--- src/rtl/lfsr_lc_pkg.sv ---
`timescale 1ns / 1ps
// Shared types, constants and helper functions for the linear complexity block.
// No dependencies; every other file of the block depends on this package.
package lfsr_lc_pkg;

    localparam int WORD_W = 64;
    localparam int LC_W   = 14;

    typedef enum logic [2:0] {
        ST_IDLE,
        ST_DISC,
        ST_DLAST,
        ST_DECIDE,
        ST_UPD,
        ST_ULAST,
        ST_FINISH
    } lc_state_t;

    // Upper word of {hi, lo} shifted left by bs: one word of a polynomial times x^bs.
    function automatic logic [WORD_W-1:0] shift_word(input logic [WORD_W-1:0] hi,
                                                     input logic [WORD_W-1:0] lo,
                                                     input logic [5:0]        bs);
        logic [2*WORD_W-1:0] pair;
        begin
            pair = {hi, lo} << bs;
            return pair[2*WORD_W-1:WORD_W];
        end
    endfunction

endpackage

--- src/rtl/lfsr_lc_disc.sv ---
`timescale 1ns / 1ps
// One word of the discrepancy sum: aligns history bits against a connection word.
// Depends on lfsr_lc_pkg.
module lfsr_lc_disc #(
    parameter int AW = 7,
    parameter int PW = 13
) (
    input  logic [lfsr_lc_pkg::WORD_W-1:0] hi_word,
    input  logic [lfsr_lc_pkg::WORD_W-1:0] lo_word,
    input  logic [lfsr_lc_pkg::WORD_W-1:0] conn_word,
    input  logic [5:0]                     bit_ofs,
    input  logic [AW-1:0]                  word_idx,
    input  logic [PW-1:0]                  lim,
    output logic                           term
);
    import lfsr_lc_pkg::*;

    localparam int CW = ((AW + 7) > (PW + 1)) ? (AW + 7) : (PW + 1);

    logic [2*WORD_W-1:0] pair;
    logic [WORD_W-1:0]   window;
    logic [WORD_W-1:0]   rev;
    logic [WORD_W-1:0]   mask;
    logic [CW-1:0]       rem;

    always_comb
    begin
        // Bit 63 of the window is the history bit at position n - 64k.
        pair   = {hi_word, lo_word} >> (7'(bit_ofs) + 7'd1);
        window = pair[WORD_W-1:0];
        for (int t = 0; t < WORD_W; t++)
        begin
            rev[t] = window[WORD_W-1-t];
        end
        // Only terms 1 through min(L, n) take part.
        rem = CW'(lim) - (CW'(word_idx) << 6);
        if (rem >= CW'(WORD_W - 1))
        begin
            mask = '1;
        end
        else
        begin
            mask = ~({WORD_W{1'b1}} << (7'(rem[5:0]) + 7'd1));
        end
        if (word_idx == '0)
        begin
            mask[0] = 1'b0;
        end
        term = ^(conn_word & rev & mask);
    end

endmodule

--- config.mk ---
export PLATFORM = sky130hd
export DESIGN_NAME = lfsr_lc_disc
export DESIGN_NICKNAME = d
export VERILOG_FILES = /design/src/rtl/lfsr_lc_pkg.sv /design/src/rtl/lfsr_lc_disc.sv
export SDC_FILE = /design/constraint.sdc
export NUM_CORES = 1
export LEC_CHECK = 0
export BUFFER_PORTS_ARGS = -buffer_cell sky130_fd_sc_hd__buf_2
export CORE_MARGIN = 4
export CORE_UTILIZATION = 55
export DETAILED_ROUTE_END_ITERATION = 6
export PLACE_DENSITY = 0.8
export SYNTH_ARGS = -nofsm -noshare
export SYNTH_HDL_FRONTEND = slang
export SYNTH_SLANG_ARGS = --single-unit
--- constraint.sdc ---
create_clock -name vclk -period 5.2
set_clock_uncertainty 0.2 [all_clocks]
set_input_delay 0 -clock vclk [all_inputs]
set_output_delay 0 -clock vclk [all_outputs]
set_load 0.02 [all_outputs]
; ---- After elaboration in Yosys (flattened, before gate mapping)
; Index checks and enable logic that the tools add are counted.
[classes]
n_shift = 2
reduce_logical = 2
bitwise = 3
addsub = 3
n_mux = 2
n_lt_le_gt_ge = 1
[ops]
columns = op, n
row1 = 64-bit AND, 2
row2 = 128-bit by 7-bit right shift with 64-bit output, 1
row3 = 64-bit 2-to-1 mux, 1
row4 = 64-bit inverter, 1
row5 = 64-bit parity, 1
row6 = 64-bit by 7-bit << shifter with 64-bit output (first input constant), 1
row7 = 6-bit by 1-bit adder with 7-bit output (second input constant), 2
row8 = 14-bit by 6-bit >= comparator with 1-bit output (second input constant), 1
row9 = 13-bit by 13-bit subtractor with 14-bit output, 1
row10 = 7-bit zero test, 1
row11 = 1-bit 2-to-1 mux, 1
[word_totals]
elab_cells = 13
reg_bits = 0
inputBits = 218
output_inout_bits = 1

; ---- Longest topological paths before layout
; Gate-level depths: netlist of run 1.
[logic_depth]
ltp_word = 8
mapped_depth = 19
ltp_nobuf = 16

; ---- Worst setup path after synthesis of run 1
; Ideal clock, no wire load.
[synth_path]
path_kind = input to output
start = in lim[6]
end = out term
slack_ns = 1.383
arrival_ns = 3.617
path_stages = 17
n_path_buf = 1
t_required_ns = 5.000
path_cell_list = inv_1 > ha_1 > inv_1 > fa_1 > a211oi_1 > nor2_1 > xnor2_1 > and3_1 > buf_2 > nand3_1 > nor2_1 > a21oi_1 > mux2_4 > a31oi_1 > xnor3_2 > xnor3_1 > xnor3_1
[synth_between]
elab_chain_len = 6
[synth_rtl]
columns = element, line
row1 = from (decl), lfsr_lc_disc.sv:13  ; input logic [PW-1:0] lim,
row2 = 13-bit by 13-bit subtractor with 14-bit output (*), lfsr_lc_disc.sv:36  ; rem = CW'(lim) - (CW'(word_idx) << 6);
row3 = 14-bit by 6-bit >= comparator with 1-bit output (*), lfsr_lc_disc.sv:37  ; if (rem >= CW'(WORD_W - 1))
row4 = 64-bit 2-to-1 mux (*), lfsr_lc_disc.sv:37
row5 = 1-bit 2-to-1 mux, lfsr_lc_disc.sv:45  ; if (word_idx == '0)
row6 = 64-bit AND (*), lfsr_lc_disc.sv:49  ; term = ^(conn_word & rev & mask);
row7 = 64-bit parity (*), lfsr_lc_disc.sv:49
row8 = to (decl), lfsr_lc_disc.sv:14  ; output logic term
; Mark *: on every way between the ends. The rest lies on a longest branch, timed or not.

; ---- Worst setup path in the final report of run 1
; Ends and elaborated chain as after synthesis.

==> results of run 1 <==
[per-stage QoR]
step                hold WS [ns]  cell area (um^2)  utilization [%]  std cells
global route               0.938             13500             61.6       1838
CTS                        0.877             13500             61.6       1838
finish                     0.885             13500             61.7       1840
floorplan                  0.573             12300                -       1388
detailed placement         0.869             13500             61.6       1838
global placement           0.879             13500             61.6       1838
[kinds of logic after synthesis]
group / after synthesis / share of synthesized area [%]
and+or+nand+nor: 418 / 15.3
adders and majority gates: 12 / 1.28
xor gates and xnor gates: 47 / 4.24
buffers and inverters: 156 / 8.40
muxes: 371 / 48.3
AOI/OAI and AO/OA: 384 / 22.4
[routing by layer]
layer  up-vias  track usage (%)  routed length (um)
li1       5942                -                   -
met1      6835             62.2               21200
met2      1381             69.5               25200
met3       267             10.9                8860
met4         2             24.3                4430
met5         -                0                  13
[cells in the mapped netlist, types with 15 or more instances]
library cell / number / area [um^2]
buf_1: 17 / 63.8
buf_2: 35 / 175
o21ai_0: 53 / 265
a21oi_1: 61 / 305
mux2i_1: 145 / 1450
nor3_1: 17 / 85.1
xnor2_1: 24 / 210
mux2_2: 50 / 563
buf_4: 19 / 143
a22oi_1: 18 / 135
o211ai_1: 39 / 293
nand2b_1: 16 / 100
nand3_1: 31 / 155
clkbuf_1: 27 / 101
nor2_1: 101 / 379
nand2_1: 183 / 687
xor2_1: 15 / 131
inv_1: 25 / 93.8
a211oi_1: 15 / 113
mux4_2: 146 / 3290
mux4_1: 20 / 526
o22ai_1: 41 / 257
[area by class of cell]
cell class	instances	share of cell area, %
multi-input cells	1232	83.4
repair buffers	295	13.1
well taps	280	2.59
inverters	31	0.869
diodes	2	0.0370
[worst max-delay path by stage]
stage / from / to / slack [ns] / cells past startpoint
after floorplan: lim[6] / term / 1.38 / 17
after global placement: bit_ofs[1] / term / 0.60 / 16
after detailed placement: bit_ofs[1] / term / 0.60 / 16
after CTS: lim[6] / term / 0.58 / 19
after global routing: lim[6] / term / 0.13 / 19
final: lim[6] / term / 0.48 / 19
[critical path: stages]
cell and delay [ns]:
buf_2 0.09, inv_1 0.04, ha_1 0.14, inv_1 0.05, fa_1 0.39, a211oi_1 0.40
nor2_1 0.11, xnor2_1 0.17, nand3_1 0.32, buf_4 0.30, o31ai_1 0.48, nor2_1 0.13
and3_1 0.19, a211oi_1 0.26, xor2_1 0.12, xnor2_1 0.41, xnor3_1 0.28, xnor3_1 0.42
buf_2 0.18
==> key figures, run 1 <==
STA
  • Final worst path period need: 4.72 ns
  • Hold Fails Final Rpt: 0
  • Post-route clock period utilization: 90.7%
  • RSZ-0062 raised after global routing: false
  • Worst slew pin tran: 0.907 ns
  • Fin. max-slew vios: 0
  • Final setup violation count: 0
  • Relative slew slack: 37.8%
  • Setup tns final: 0 ns
  • Setup WS post-layout: 0.485 ns
  • Achievable Freq: 212 MHz

Final layout
  • Commonest non-fill, non-tap cell in the layout: buf_2
  • Most frequent cells in the layout: buf_2, nand2_1, mux4_2, mux2i_1, nor2_1
  • Share of cells above drive strength 1: 34.2%
  • Count of nets after finishing: 1790
  • Filler instances: 1924
  • Syn-to-layout area delta: 9.82%
  • Sequential Area: 0 um^2
  • CLK BUF: 0
  • Multi-input logic area: 0.0113 mm^2
  • Sequential cell count: 0

Min path
  • Hold Path Class: in2out
  • Hold path start: conn_word[26]
  • Worst hold stages: 8
  • Hold path endpoint: term

CTS
  • PostCTS Resize Cnt: 0
  • Hold_buf cts: 0
  • Post-CTS Setup Bufs: 0

Global routing
  • Largest net degree at the start of global routing: 92
  • First-pass GRT wire length: 86900 um
  • Initial antenna violation count: 2
  • Grt total ovfl: 0
  • Via count of the first global-routing pass: 13531
  • Total GRT Usage: 46.3%

Yosys
  • Post-Synthesis Cells: 1388
  • Mean Syn Cell Area: 8.88 um^2
  • Post-synthesis cell type count: 99
  • Register area share after synthesis: 0%
  • Synthesized cell area: 0.0123 mm^2
  • Syn Nets: 1618
  • YS warnings: 0

Floorplanning
  • Die Wd: 158 um
  • Row count: 54
  • Io pins: 219
  • Initial Util: 56.1%
  • Die height: 158 um
  • Core area: 0.0220 mm^2
  • DIE AREA: 0.0249 mm^2

Routing
  • Detail Route Antenna Nets: 0
  • Vias post-DR: 14427
  • Vias/cell: 7.84
  • DR WL/cell: 32.5 um
  • Final wirelength: 59700 um
  • Residual DRC: 0
  • DR pass1 iterations: 6
  • Iteration-0 DRC Markers: 2535

Setup path
  • CP startpoint kind: primary input
  • Setup crit end kind: output pin
  • CP Max Fanout: 7
  • CP required: 5.00 ns
  • WS Path Type: in2out
  • Worst EP arrival: 4.52 ns

Status
  • Outcome: finished, final reports clean

Run
  • Max-cap violations: 0

Placement
  • Placer Congestion: 1.11
  • IO buf count: 218
  • Dpl ws: 0.598 ns
  • Post-DP HPWL: 48600 um
==> inputs of run 2 (changes only) <==
==> constraint.sdc (replaced) <==
create_clock -name vclk -period 6.05
set_clock_uncertainty 0.2 [all_clocks]
set_input_delay 0 -clock vclk [all_inputs]
set_output_delay 0 -clock vclk [all_outputs]
set_load 0.02 [all_outputs]
==> run 2 against run 1 <==
Net effect:
- sequential share of layout area unchanged
- first-iteration DRC count increased by 3.0%
- die area unchanged
- critical path type unchanged
==> key figures, run 2 (synthesized netlist as in run 1, its figures left out) <==
Status
  • Outcome: finished, final reports clean

Min path
  • Hold Path Class: in2out

Global routing
  • Grt total ovfl: 0
  • Largest net degree at the start of global routing: 82
  • Initial antenna violation count: 3
  • First-pass GRT wire length: 84200 um
  • Total GRT Usage: 45.0%
  • Via count of the first global-routing pass: 12943

STA
  • Post-route clock period utilization: 82.5%
  • Final setup violation count: 0
  • Hold Fails Final Rpt: 0
  • Fin. max-slew vios: 0
  • Setup tns final: 0 ns
  • Worst slew pin tran: 1.11 ns
  • Relative slew slack: 25.5%
  • RSZ-0062 raised after global routing: false
  • Final worst path period need: 4.99 ns
  • Achievable Freq: 200 MHz

Run
  • Max-cap violations: 0

Placement
  • Post-DP HPWL: 47000 um
  • IO buf count: 218
  • Dpl cells: 1802
  • Placed Area: 0.0132 mm^2
  • Placer Congestion: 1.04

Final layout
  • Most frequent cells in the layout: buf_2, nand2_1, mux4_2, mux2i_1, nor2_1
  • Multi-input logic area: 0.0113 mm^2
  • Filler instances: 1927
  • Final instance area: 0.0132 mm^2
  • Count of nets after finishing: 1754
  • Fin cells: 1803
  • Share of cells above drive strength 1: 32.7%
  • Commonest non-fill, non-tap cell in the layout: buf_2
  • Sequential Area: 0 um^2
  • CLK BUF: 0
  • Sequential cell count: 0
  • Syn-to-layout area delta: 7.21%

CTS
  • Hold_buf cts: 0
  • PostCTS Resize Cnt: 0
  • Post-CTS Setup Bufs: 0

Routing
  • Detail Route Antenna Nets: 0
  • Final wirelength: 58200 um
  • DR pass1 iterations: 6
  • Vias post-DR: 14039
  • DR WL/cell: 32.3 um
  • Iteration-0 DRC Markers: 2610
  • Vias/cell: 7.79
  • Residual DRC: 0

Floorplanning
  • Die height: 158 um
  • Row count: 54
  • Die Wd: 158 um
  • Io pins: 219
  • Initial Util: 56.1%
  • Core area: 0.0220 mm^2
  • DIE AREA: 0.0249 mm^2

Setup path
  • CP startpoint kind: primary input
  • CP Max Fanout: 52
  • Setup crit end kind: output pin
  • WS Path Type: in2out
  • Worst EP arrival: 4.79 ns
  • CP required: 5.85 ns
-- run 2: cell count changes in the layout (fill, tap and decap cells not counted), sizes merged --
cell   previous run  this run
buf             295       259
diode             2         1
-- run 2: metal layers --
layer,vias to the layer above,wire [um],global-route usage [%]
met1,6641,21200,61.1
met3,224,8760,13.1
met5,-,29,0
met2,1309,24200,65.7
met4,4,4040,22.3
li1,5861,-,-
-- run 2: critical path, stage by stage --
cell	delay, ns
buf_4	0.57
buf_4	0.49
mux2_2	0.44
mux4_2	0.55
mux4_2	0.55
or2_1	0.25
o311ai_2	0.14
nor2_4	0.06
o311ai_4	0.30
xnor2_1	0.16
xnor3_2	0.28
xnor3_1	0.35
xnor3_1	0.42
buf_2	0.18
-- run 2: layout make-up --
class              count  share of cell area, %
diodes                 1                 0.0189
inverters             31                  0.890
multi-input cells   1232                   85.4
well taps            280                   2.65
repair buffers       259                   11.0
-- run 2: through the flow --
| step | setup WS, ns | util [%] | hold WS, ns |
|---|---|---|---|
| floorplan | 2.23 | - | 0.573 |
| global placement | 1.25 | 60.2 | 0.922 |
| detailed placement | 1.21 | 60.2 | 0.896 |
| CTS | 1.19 | 60.2 | 0.923 |
| global route | 0.898 | 60.2 | 0.995 |
| finish | 1.06 | 60.2 | 0.940 |
-- run 2: worst paths after layout --
check	start	to	slack (ns)	cells past startpoint
setup / recovery	bit_ofs[2]	term	1.06	14
hold / removal	conn_word[26]	term	0.94	8
